**src/rtl/core/csem_pkg.sv**
```systemverilog
// Shared types and constants for the charge session energy monitor.
// Sample/result payload structs, register indexes and reset values.
// No dependencies; compile first.
package csem_pkg;

	// Configuration port geometry
	localparam int unsigned CFG_IDX_W  = 3;
	localparam int unsigned CFG_DATA_W = 48;

	// Register indexes on the configuration port
	typedef enum logic [CFG_IDX_W-1:0] {
		CFG_CURRENT_FLOOR = 3'd0,
		CFG_LOW_VOLTAGE   = 3'd1,
		CFG_OVER_CURRENT  = 3'd2,
		CFG_FULL_CURRENT  = 3'd3,
		CFG_WINDOW_LEN    = 3'd4,
		CFG_ENERGY_LIMIT  = 3'd5
	} cfg_idx_t;

	// Register reset values
	localparam logic [15:0] RST_CURRENT_FLOOR = 16'd150;
	localparam logic [15:0] RST_LOW_VOLTAGE   = 16'd18000;
	localparam logic [15:0] RST_OVER_CURRENT  = 16'd16000;
	localparam logic [15:0] RST_FULL_CURRENT  = 16'd500;
	localparam logic [7:0]  RST_WINDOW_LEN    = 8'd15;
	localparam logic [47:0] RST_ENERGY_LIMIT  = 48'd0;

	// Window current sum
	localparam int unsigned      SUM_W   = 24;
	localparam logic [SUM_W-1:0] SUM_MAX = '1;
	localparam int unsigned      LEN_W   = 8;

	// One metering sample
	typedef struct packed {
		logic [15:0] voltage_cv;
		logic [15:0] current_ma;
		logic        session_active;
	} sample_t;

	// One result
	typedef struct packed {
		logic [15:0] current_used;
		logic [31:0] power_raw;
		logic [47:0] energy_now;
		logic        overload;
		logic        battery_full;
		logic        session_timeout;
		logic        counted;
	} result_t;

endpackage

```
**src/rtl/core/csem_stream_if.sv**
```systemverilog
// Valid/ready stream channel used for samples and results.
// Payload type is a parameter; types come from csem_pkg.
interface csem_stream_if #(
	parameter type T = logic
) ();
	logic valid;
	logic ready;
	T     data;

	modport source (output valid, output data, input ready);
	modport sink   (input valid, input data, output ready);
endinterface

```
**src/rtl/core/charge_session_energy_monitor.sv**
```systemverilog
// A sample transaction passes the input reg, multiply reg and result reg before its result is valid.
// Throughput: one sample per cycle; stalls only on result back-pressure.
// State (energy, window sum/count, flags) updates as a result is loaded, in sample order.
// Reset (arst_n low): pipeline empty, state cleared, registers to defaults.
// Depends on csem_pkg and csem_stream_if.
module charge_session_energy_monitor #(
	parameter int unsigned WINDOW_MAX  = 255,
	parameter int unsigned ENERGY_BITS = 48
) (
	input  logic                               clk,
	input  logic                               arst_n,
	csem_stream_if.sink                        smp,
	csem_stream_if.source                      res,
	input  logic                               cfg_we,
	input  logic [csem_pkg::CFG_IDX_W-1:0]     cfg_idx,
	input  logic [csem_pkg::CFG_DATA_W-1:0]    cfg_wdata
);

	localparam int unsigned EW        = ENERGY_BITS;
	localparam int unsigned CMP_W     = (EW > 48) ? EW : 48;
	localparam int unsigned WIN_CAP_I = (WINDOW_MAX < 255) ? WINDOW_MAX : 255;
	localparam logic [csem_pkg::LEN_W-1:0] WIN_CAP = WIN_CAP_I[csem_pkg::LEN_W-1:0];
	localparam logic [EW-1:0] E_MAX = '1;

	// Configuration registers
	logic [15:0] current_floor_q, low_voltage_q, over_current_q, full_current_q;
	logic [7:0]  window_len_q;
	logic [47:0] energy_limit_q;

	// Session state
	logic [EW-1:0]                  energy_q;
	logic [csem_pkg::SUM_W-1:0]     sum_q;
	logic [csem_pkg::LEN_W-1:0]     cnt_q;
	logic                           ovl_q, full_q, tmo_q;

	// Pipeline
	logic        valid_s1, act_s1;
	logic [15:0] volt_s1, cur_s1;
	logic        valid_s2, act_s2;
	logic [15:0] volt_s2, cur_s2;
	logic [31:0] power_s2;
	logic                res_valid_s3;
	csem_pkg::result_t   res_data_s3;

	logic adv1, adv2, load3;
	logic [15:0] cur_clip;

	// Stage 2 datapath
	logic                          counted;
	logic [csem_pkg::LEN_W-1:0]    len;
	logic [EW:0]                   e_sum;
	logic [EW-1:0]                 e_add;
	logic [csem_pkg::SUM_W:0]      s_sum;
	logic [csem_pkg::SUM_W-1:0]    s_add;
	logic [csem_pkg::LEN_W:0]      cnt_inc;
	logic                          wrap;
	logic [csem_pkg::SUM_W-1:0]    full_lim;
	logic                          hit_limit;
	logic [EW-1:0]                 energy_nx;
	logic [csem_pkg::SUM_W-1:0]    sum_nx;
	logic [csem_pkg::LEN_W-1:0]    cnt_nx;
	logic                          ovl_nx, full_nx, tmo_nx;
	logic [CMP_W-1:0]              e_ext;
	csem_pkg::result_t             res_nx;

	// Write configuration registers; unknown indexes are dropped
	always_ff @(posedge clk or negedge arst_n) begin
		if (!arst_n) begin
			current_floor_q <= csem_pkg::RST_CURRENT_FLOOR;
			low_voltage_q   <= csem_pkg::RST_LOW_VOLTAGE;
			over_current_q  <= csem_pkg::RST_OVER_CURRENT;
			full_current_q  <= csem_pkg::RST_FULL_CURRENT;
			window_len_q    <= csem_pkg::RST_WINDOW_LEN;
			energy_limit_q  <= csem_pkg::RST_ENERGY_LIMIT;
		end else if (cfg_we) begin
			unique case (cfg_idx)
				csem_pkg::CFG_CURRENT_FLOOR: current_floor_q <= cfg_wdata[15:0];
				csem_pkg::CFG_LOW_VOLTAGE:   low_voltage_q   <= cfg_wdata[15:0];
				csem_pkg::CFG_OVER_CURRENT:  over_current_q  <= cfg_wdata[15:0];
				csem_pkg::CFG_FULL_CURRENT:  full_current_q  <= cfg_wdata[15:0];
				csem_pkg::CFG_WINDOW_LEN:    window_len_q    <= cfg_wdata[7:0];
				csem_pkg::CFG_ENERGY_LIMIT:  energy_limit_q  <= cfg_wdata[47:0];
				default: ;
			endcase
		end
	end

	// Handshake: each stage moves when the one after it has room
	assign load3     = valid_s2 && (!res_valid_s3 || res.ready);
	assign adv2      = !valid_s2 || load3;
	assign adv1      = !valid_s1 || adv2;
	assign smp.ready = adv1;

	// Stage 1: capture the sample transaction
	always_ff @(posedge clk or negedge arst_n) begin
		if (!arst_n) begin
			valid_s1 <= 1'b0;
		end else if (adv1) begin
			valid_s1 <= smp.valid;
		end
	end

	always_ff @(posedge clk) begin
		if (adv1 && smp.valid) begin
			volt_s1 <= smp.data.voltage_cv;
			cur_s1  <= smp.data.current_ma;
			act_s1  <= smp.data.session_active;
		end
	end

	// Clip current below the floor
	assign cur_clip = (cur_s1 < current_floor_q) ? 16'd0 : cur_s1;

	// Stage 2: register clipped current and power
	always_ff @(posedge clk or negedge arst_n) begin
		if (!arst_n) begin
			valid_s2 <= 1'b0;
		end else if (adv2) begin
			valid_s2 <= valid_s1;
		end
	end

	always_ff @(posedge clk) begin
		if (adv2 && valid_s1) begin
			volt_s2  <= volt_s1;
			cur_s2   <= cur_clip;
			act_s2   <= act_s1;
			power_s2 <= 32'(volt_s1) * 32'(cur_clip);
		end
	end

	// Accumulate energy and window sum, evaluate limits
	always_comb begin
		counted = act_s2 && !full_q && !ovl_q && !tmo_q;

		len = (window_len_q == '0) ? csem_pkg::LEN_W'(1) : window_len_q;
		if (len > WIN_CAP) begin
			len = WIN_CAP;
		end

		e_sum = {1'b0, energy_q} + (EW+1)'(power_s2);
		e_add = e_sum[EW] ? E_MAX : e_sum[EW-1:0];

		s_sum = {1'b0, sum_q} + (csem_pkg::SUM_W+1)'(cur_s2);
		s_add = s_sum[csem_pkg::SUM_W] ? csem_pkg::SUM_MAX : s_sum[csem_pkg::SUM_W-1:0];

		cnt_inc  = {1'b0, cnt_q} + (csem_pkg::LEN_W+1)'(1);
		wrap     = cnt_inc >= {1'b0, len};
		full_lim = csem_pkg::SUM_W'(full_current_q) * csem_pkg::SUM_W'(len);

		e_ext     = CMP_W'(e_add);
		hit_limit = (e_add != '0) && (e_ext >= CMP_W'(energy_limit_q));

		energy_nx = energy_q;
		sum_nx    = sum_q;
		cnt_nx    = cnt_q;
		ovl_nx    = ovl_q;
		full_nx   = full_q;
		tmo_nx    = tmo_q;
		if (counted) begin
			energy_nx = hit_limit ? '0 : e_add;
			tmo_nx    = hit_limit;
			if (wrap) begin
				full_nx = s_add < full_lim;
				sum_nx  = '0;
				cnt_nx  = '0;
			end else begin
				sum_nx  = s_add;
				cnt_nx  = cnt_inc[csem_pkg::LEN_W-1:0];
			end
			ovl_nx = (volt_s2 < low_voltage_q) || (cur_s2 > over_current_q);
		end

		res_nx.current_used    = cur_s2;
		res_nx.power_raw       = power_s2;
		res_nx.energy_now      = 48'(CMP_W'(energy_nx));
		res_nx.overload        = ovl_nx;
		res_nx.battery_full    = full_nx;
		res_nx.session_timeout = tmo_nx;
		res_nx.counted         = counted;
	end

	// Commit session state as the result is loaded
	always_ff @(posedge clk or negedge arst_n) begin
		if (!arst_n) begin
			energy_q <= '0;
			sum_q    <= '0;
			cnt_q    <= '0;
			ovl_q    <= 1'b0;
			full_q   <= 1'b0;
			tmo_q    <= 1'b0;
		end else if (load3) begin
			energy_q <= energy_nx;
			sum_q    <= sum_nx;
			cnt_q    <= cnt_nx;
			ovl_q    <= ovl_nx;
			full_q   <= full_nx;
			tmo_q    <= tmo_nx;
		end
	end

	// Stage 3: result register, held until the result transaction
	always_ff @(posedge clk or negedge arst_n) begin
		if (!arst_n) begin
			res_valid_s3 <= 1'b0;
		end else if (load3) begin
			res_valid_s3 <= 1'b1;
		end else if (res.ready) begin
			res_valid_s3 <= 1'b0;
		end
	end

	always_ff @(posedge clk) begin
		if (load3) begin
			res_data_s3 <= res_nx;
		end
	end

	assign res.valid = res_valid_s3;
	assign res.data  = res_data_s3;

endmodule

```
**src/flat_wrapper.sv**
```systemverilog
// flat-port wrapper written by rule: the top's interface ports become plain ports
module charge_session_energy_monitor_flat 
#(
	parameter int unsigned WINDOW_MAX  = 255,
	parameter int unsigned ENERGY_BITS = 48
)
  (clk, arst_n, cfg_we, cfg_idx, cfg_wdata, smp_valid, smp_data, smp_ready, res_valid, res_data, res_ready);
  csem_stream_if #(.T(csem_pkg::sample_t)) smp_i ();
  csem_stream_if #(.T(csem_pkg::result_t)) res_i ();
  input  logic clk;
  input  logic arst_n;
  input  logic cfg_we;
  input  logic [csem_pkg::CFG_IDX_W-1:0] cfg_idx;
  input  logic [csem_pkg::CFG_DATA_W-1:0] cfg_wdata;
  input wire logic [$bits(smp_i.valid)-1:0] smp_valid;
  input wire logic [$bits(smp_i.data)-1:0] smp_data;
  output wire logic [$bits(smp_i.ready)-1:0] smp_ready;
  output wire logic [$bits(res_i.valid)-1:0] res_valid;
  output wire logic [$bits(res_i.data)-1:0] res_data;
  input wire logic [$bits(res_i.ready)-1:0] res_ready;
  assign smp_i.valid = smp_valid;
  assign smp_i.data = smp_data;
  assign smp_ready = smp_i.ready;
  assign res_valid = res_i.valid;
  assign res_data = res_i.data;
  assign res_i.ready = res_ready;
  charge_session_energy_monitor #(.WINDOW_MAX(WINDOW_MAX), .ENERGY_BITS(ENERGY_BITS)) u_core (.clk(clk), .arst_n(arst_n), .smp(smp_i), .res(res_i), .cfg_we(cfg_we), .cfg_idx(cfg_idx), .cfg_wdata(cfg_wdata));
endmodule
```
**config.mk**
```make
export PLATFORM = sky130hd
export DESIGN_NAME = charge_session_energy_monitor_flat
export DESIGN_NICKNAME = d
export VERILOG_FILES = /design/src/rtl/core/csem_pkg.sv /design/src/rtl/core/csem_stream_if.sv /design/src/rtl/core/charge_session_energy_monitor.sv /design/src/flat_wrapper.sv
export SDC_FILE = /design/constraint.sdc
export NUM_CORES = 2
export LEC_CHECK = 0
export BUFFER_PORTS_ARGS = -buffer_cell sky130_fd_sc_hd__buf_4
export CAP_MARGIN = 15
export CELL_PAD_IN_SITES_DETAIL_PLACEMENT = 1
export CELL_PAD_IN_SITES_GLOBAL_PLACEMENT = 1
export CORE_MARGIN = 2
export CORE_UTILIZATION = 50
export CTS_BUF_LIST = sky130_fd_sc_hd__clkbuf_4 sky130_fd_sc_hd__clkbuf_8 sky130_fd_sc_hd__clkbuf_16
export DETAILED_ROUTE_END_ITERATION = 16
export HOLD_SLACK_MARGIN = 0.03
export PLACE_DENSITY_LB_ADDON = 0.1
export SYNTH_ARGS = -nofsm -noshare
export SYNTH_HDL_FRONTEND = slang
export SYNTH_SLANG_ARGS = --single-unit
```
**constraint.sdc**
```tcl
create_clock -name clk -period 10 [get_ports clk]
set_clock_uncertainty 0.15 [all_clocks]
set_input_delay 0.5 -clock clk [delete_from_list [all_inputs] [get_ports clk]]
set_output_delay 0.5 -clock clk [all_outputs]
set_load 0.01 [all_outputs]
```
Word level (Yosys, flattened, before mapping)
Index checks and enable logic that the tools add are counted.
{"block": "word_totals", "regBits": 404, "inputBits": 89, "out_inout_bits": 102, "elab_cells": 89}
{"block": "classes", "addsub": 3, "multipliers": 2, "magnitude_cmp": 7, "n_eq_ne": 5, "muxes": 15, "reduce_logical": 28}
{"op": "$mux W48", "count": 3}
{"op": "$add A48 B32 Y49", "count": 1}
{"op": "$ge A48 B48 Y1", "count": 1}
{"op": "$mux W24", "count": 2}
{"op": "$reduce_bool A48 Y1", "count": 1}
{"op": "$lt A16 B16 Y1", "count": 2}
{"op": "$mul A16 B16 Y32", "count": 1}
{"op": "$add A24 B16 Y25", "count": 1}
{"op": "$lt A24 B24 Y1", "count": 1}
{"op": "$mul A16 B8 Y24", "count": 1}
{"op": "$mux W8", "count": 3}
{"op": "$gt A16 B16 Y1", "count": 1}
{"op": "$mux W16", "count": 1}
{"op": "$reduce_and A2 Y1", "count": 7}
{"op": "$add A8 B1 Y9 const B", "count": 1}
{"op": "$ge A9 B8 Y1", "count": 1}
{"op": "$gt A8 B8 Y1 const B", "count": 1}
{"op": "$logic_not A8 Y1", "count": 1}
{"op": "$logic_and A1 B1 Y1", "count": 7}
{"op": "$eq A3 B2 Y1 const B", "count": 2}
{"op": "$eq A3 B3 Y1 const B", "count": 2}
{"op": "$logic_not A1 Y1", "count": 6}
{"op": "$mux W1", "count": 6}
{"op": "$logic_or A1 B1 Y1", "count": 4}
{"op": "3 further kinds", "count": 3}

Depth between registers and ports, before layout
{"block": "logic_depth", "ltp_word": 8, "mapped_depth": 37, "mapped_depth_nobuf": 35}

Worst setup path before layout
Ideal clock, no wire load.
{"block": "synth_path", "path_type": "flip-flop to flip-flop", "startpoint": "register u_core.current_floor_q[1]", "endpoint": "register u_core.power_s2[30] (data pin)", "t_arrival_ps": 7659, "required_ps": 9592, "slack_ps": 1933, "path_stages_with_launch": 36, "n_path_buf": 2, "period_less_slack_ps": 8067, "path_cell_list": "dfstp_2 > inv_1 > ha_1 > a21o_1 > a21o_1 > a21o_1 > a21o_1 > a21oi_1 > o21ai_0 > a21oi_1 > a21oi_1 > clkbuf_1 > and2_1 > clkbuf_1 > nand2_1 > fa_1 > fa_1 > inv_1 > fa_1 > inv_1 > fa_1 > fa_1 > fa_1 > inv_1 > ha_1 > a21o_1 > a21oi_1 > a2bb2oi_1 > a31oi_1 > nand2_1 > o21ai_0 > a41oi_1 > a21oi_1 > a211o_1 > a21oi_1 > xnor2_1"}
{"block": "synth_between", "elab_chain_len": 3}
{"item": "start, declared", "line_no": "charge_session_energy_monitor.sv:26", "source": "logic [15:0] current_floor_q, low_voltage_q, over_current_q, full_current_q;"}
{"item": "start signal, assigned", "line_no": "charge_session_energy_monitor.sv:69", "source": "current_floor_q <= csem_pkg::RST_CURRENT_FLOOR;"}
{"item": "start signal, assigned", "line_no": "charge_session_energy_monitor.sv:77", "source": "csem_pkg::CFG_CURRENT_FLOOR: current_floor_q <= cfg_wdata[15:0];"}
{"item": "$lt A16 B16 Y1", "line_no": "charge_session_energy_monitor.sv:112", "source": "assign cur_clip = (cur_s1 < current_floor_q) ? 16'd0 : cur_s1;"}
{"item": "$mux W16", "line_no": "charge_session_energy_monitor.sv:112"}
{"item": "named net u_core.cur_clip[3]", "line_no": "charge_session_energy_monitor.sv:46", "source": "logic [15:0] cur_clip;"}
{"item": "$mul A16 B16 Y32", "line_no": "charge_session_energy_monitor.sv:128", "source": "power_s2 <= 32'(volt_s1) * 32'(cur_clip);"}
{"item": "end signal, assigned", "line_no": "charge_session_energy_monitor.sv:128"}
{"item": "end, declared", "line_no": "charge_session_energy_monitor.sv:41", "source": "logic [31:0] power_s2;"}
The timed path passes the listed nets, and every way through them passes these cells.
A chain may end at the register's enable or synchronous reset.

Worst setup path after layout
{"block": "layout_path", "startpoint": "register u_core.cur_s1[1]", "endpoint": "register u_core.power_s2[28] (data pin)"}
{"block": "layout_between", "elab_chain_len": 3}
{"item": "start, declared", "line_no": "charge_session_energy_monitor.sv:38", "source": "logic [15:0] volt_s1, cur_s1;"}
{"item": "start signal, assigned", "line_no": "charge_session_energy_monitor.sv:106", "source": "cur_s1 <= smp.data.current_ma;"}
{"item": "$lt A16 B16 Y1", "line_no": "charge_session_energy_monitor.sv:112"}
{"item": "$mux W16 *", "line_no": "charge_session_energy_monitor.sv:112"}
{"item": "$mul A16 B16 Y32 *", "line_no": "charge_session_energy_monitor.sv:128"}
Every way passes the cells marked *; elsewhere a longest branch is shown, timed or not.

==> results_dict.tcl <==
set metrics [dict create \
    layout_filler_cell_count 7538 \
    post_synth_num_cell_types 89 \
    timing.final.setup_violations 0 \
    grt_pass1_wl_um 175000 \
    final-seq-area_sq_um 11100 \
    top_cells_by_area_in_the_synthesized_netlist "edfxtp_1 17%, fa_1 16%, dfrtp_1 13%" \
    tritoncts "done" \
    syn_area_sq_um 34600 \
    wirelength_um 114000 \
    yosys.cell_count.top_type "inv_1" \
    report.final.hold_viol_count 0 \
    antenna_cells_inserted 0 \
    hold_ws_ns 0.0616 \
    worstPathMaxFanout 50 \
    initial_core_util 0.505 \
    buffers_inserted_during_post_cts_setup_optimization 0 \
    setup.worst_path.end_class "flop" \
    synthDominantAreaCellType "edfxtp_1" \
    die_w_um 267 \
    timing.max_slew.rel_slack 0.258 \
    detail_route.drc_violations 0 \
    timing.setup.critical_path_class "flop to flop" \
    die_y_um 267 \
    cts_inserted_buffers 49 \
    ios 191 \
    timing.critical_path.slowest_cell_delay_ns 0.54 \
    area_of_the_core_region_sq_um 68600 \
    ctsHtreeMaxLevel 2 \
    synth-edff-count 198 \
    cp.required_ns 10.24 \
    synth_seq_cells 404 \
    synth_top_area_share 0.172 \
    layout-drive-gt1-share 0.142 \
    dp_cells 4544 \
    worst_ep_arrival_time_ns 9.51 \
    grt_use_total 0.322 \
    peak_vdd_ir_mv 0.260 \
    antenna_violations_before_repair 2 \
    final-max-slew-violation-count 0 \
    insertion_delay_ns 0.61 \
    final-instance-count-excl-fill 4704 \
    drt_iter0_markers 1741 \
    post_drt_via_cell_ratio 5.83 \
    worst_path_most_repeated_cell "fa_1" \
    worst_setup_hold_path_clk_slew_ns 0.07 \
    via_count 27400 \
    root_buffer "clkbuf_16" \
    yosysWarnings 0 \
    setup.worst_path.start_class "flop" \
    die-area_sq_um 71300 \
    gp_congestion 0.899 \
    rsz0062_at_grt "no" \
    multiInputGateArea_sq_um 21000 \
    port_buffers 190 \
    areaGrowthSynthToFinish_pct 13.2 \
    ys_seq_area_frac 0.322 \
    fp-row-count 96 \
    finalCritPeriodShare 0.927 \
    drt_pass1_iterations 5 \
    drv_cap 0 \
    leakage_nw 18.9 \
    finish.net_count 4423 \
    postLayoutCoreUtil 0.571 \
    synth_async_sr_flop_share 0.510 \
    clock_sinks 404 \
    clock_tree.buffer_depth 3 \
    global_route.overflow_total 0 \
    synth.net_count 4229 \
    yosys-top-cells-count "494 x inv_1, 392 x nand2_1, 322 x ha_1" \
    routedWlPerCell_um 24.3 \
    run_status "finished, final reports clean" \
    maximum_number_of_pins_on_one_net_before_global_route_repair 88 \
    antenna_left 0 \
    post-route-min-period_ns 9.27 \
    avgSynthCellArea_sq_um 9.78 \
    pwr_density_nw_per_um2 292 \
    grt_pass1_vias 29300 \
    sum_of_negative_setup_slack_ns 0 \
    post_dp_hpwl_um 86000 \
    dominantRegCellSynth "edfxtp_1" \
    maxClockFrequency_mhz 108 \
    worst_path_max_delay_cell "fa_1" \
    synthesis.instances 3538 \
    hold_path_class "input pin to flop" \
    worst_pin_slew_ns 1.11 \
]
-- critical path: cells and delay by family, from the launching register on --
kind,cells,cell delay [ns]
adders and majority gates,8,3.76
AOI/OAI and AO/OA,15,3.37
and+or+nand+nor,5,0.72
buffers and inverters,5,0.54
DFF,1,0.50
-- where the power goes --
part	internal (W)	switching, W
clock network	0.00103	0.000777
registers	0.00218	0.000296
logic	0.00296	0.00419
total	0.00617	0.00526
-- layer usage --
layer / wire [um] / track usage / up-vias / part of all wire
li1: - / - / 12300 / -
met1: 48500 / 0.421 / 14200 / 0.42
met4: 4620 / 0.121 / 0 / 0.040
met3: 4910 / 0.0322 / 194 / 0.043
met5: 0 / 0 / - / 0
met2: 56500 / 0.554 / 685 / 0.49
-- cell usage in the layout (no fill, tap or decap), types with 10 or more instances in the layout --
master / n
o21ai_0: 148
a211oi_1: 10
and3_1: 146
nand3_1: 46
nor3_1: 31
a21oi_1: 216
clkbuf_16: 50
dfrtp_1: 181
mux2i_1: 13
a22o_1: 17
nor2_1: 140
inv_1: 494
and2_1: 104
o21a_1: 12
or3_1: 10
a21oi_2: 68
dfstp_2: 25
nand2_1: 391
nand2b_1: 32
nand4_1: 31
nor2b_1: 42
fa_1: 280
ha_1: 322
nor4_1: 10
a21o_1: 64
a31oi_1: 14
buf_4: 231
clkinv_2: 15
edfxtp_1: 198
mux2_2: 75
xnor2_1: 58
xor2_1: 39
dlygate4sd3_1: 67
-- path summary, 6_finish.rpt --
| check | startpoint | end | slack [ns] | cells after the start |
|---|---|---|---|---|
| setup / recovery | u_core.cur_s1[1] | u_core.power_s2[28] | 0.73 | 33 |
| hold / removal | cfg_wdata[10] | u_core.low_voltage_q[10] | 0.06 | 3 |
| setup reg to reg | u_core.cur_s1[1] | u_core.power_s2[28] | 0.73 | 33 |
| hold reg to reg | u_core.power_s2[5] | u_core.res.data[57] | 0.33 | 0 |
| max in group asynchronous | arst_n | u_core.over_current_q[1] | 7.08 | 4 |
| min in group asynchronous | arst_n | u_core.energy_limit_q[33] | 0.39 | 2 |
-- logic make-up (layout without fill, tap and decap cells) --
logic type                 count (synthesis)  after routing  share of synthesized area
AOI/OAI and AO/OA                        661            662                      0.125
xor gates and xnor gates                  97             97                     0.0245
adders and majority gates                602            602                      0.278
buffers and inverters                    652            886                     0.0738
DFF                                      404            404                      0.322
muxes                                     88             88                     0.0282
and+or+nand+nor                         1034           1034                      0.149
-- cell type report --
cell class	instances	share of cell area
multi-input combinational	2483	0.536
sequential	404	0.284
timing repair buffer	299	0.0618
inverter	495	0.0474
clock buffer	62	0.0347
tap	931	0.0297
clock inverter	30	0.00658
-- sequential cells by signal, summed over array words and instances (netlist names) --
name,count
u_core.window_len_q,8
u_core.full_current_q,16
u_core.over_current_q,16
u_core.res.valid,1
u_core.act_s1,1
u_core.cur_s1,16
u_core.cnt_q,8
u_core.valid_s1,1
u_core.current_floor_q,16
u_core.volt_s2,16
u_core.energy_q,48
u_core.energy_limit_q,48
u_core.ovl_q,1
u_core.power_s2,32
u_core.volt_s1,16
u_core.sum_q,24
u_core.full_q,1
u_core.valid_s2,1
u_core.res.data,100
u_core.act_s2,1
u_core.cur_s2,16
u_core.low_voltage_q,16
u_core.tmo_q,1
-- repair_timing --
item                                   in CTS  in global routing
setup endpoints to repair                   0                  2
endpoints found under the hold margin     151                  0
hold buffers                               67                  0
gates resized for setup                     0                  1
-- per-stage QoR --
stage | power, W | area [sq um] | setup slack [ns]
floorplan | 0.00753 | 34600 | 1.93
global placement | 0.00918 | 36900 | 0.972
detailed placement | 0.00956 | 36900 | 0.518
CTS | 0.0115 | 39200 | 0.491
global route | 0.0125 | 39200 | 0.0956
finish | 0.0114 | 39200 | 0.731
Note: power is estimated with default switching activity, not from simulation.
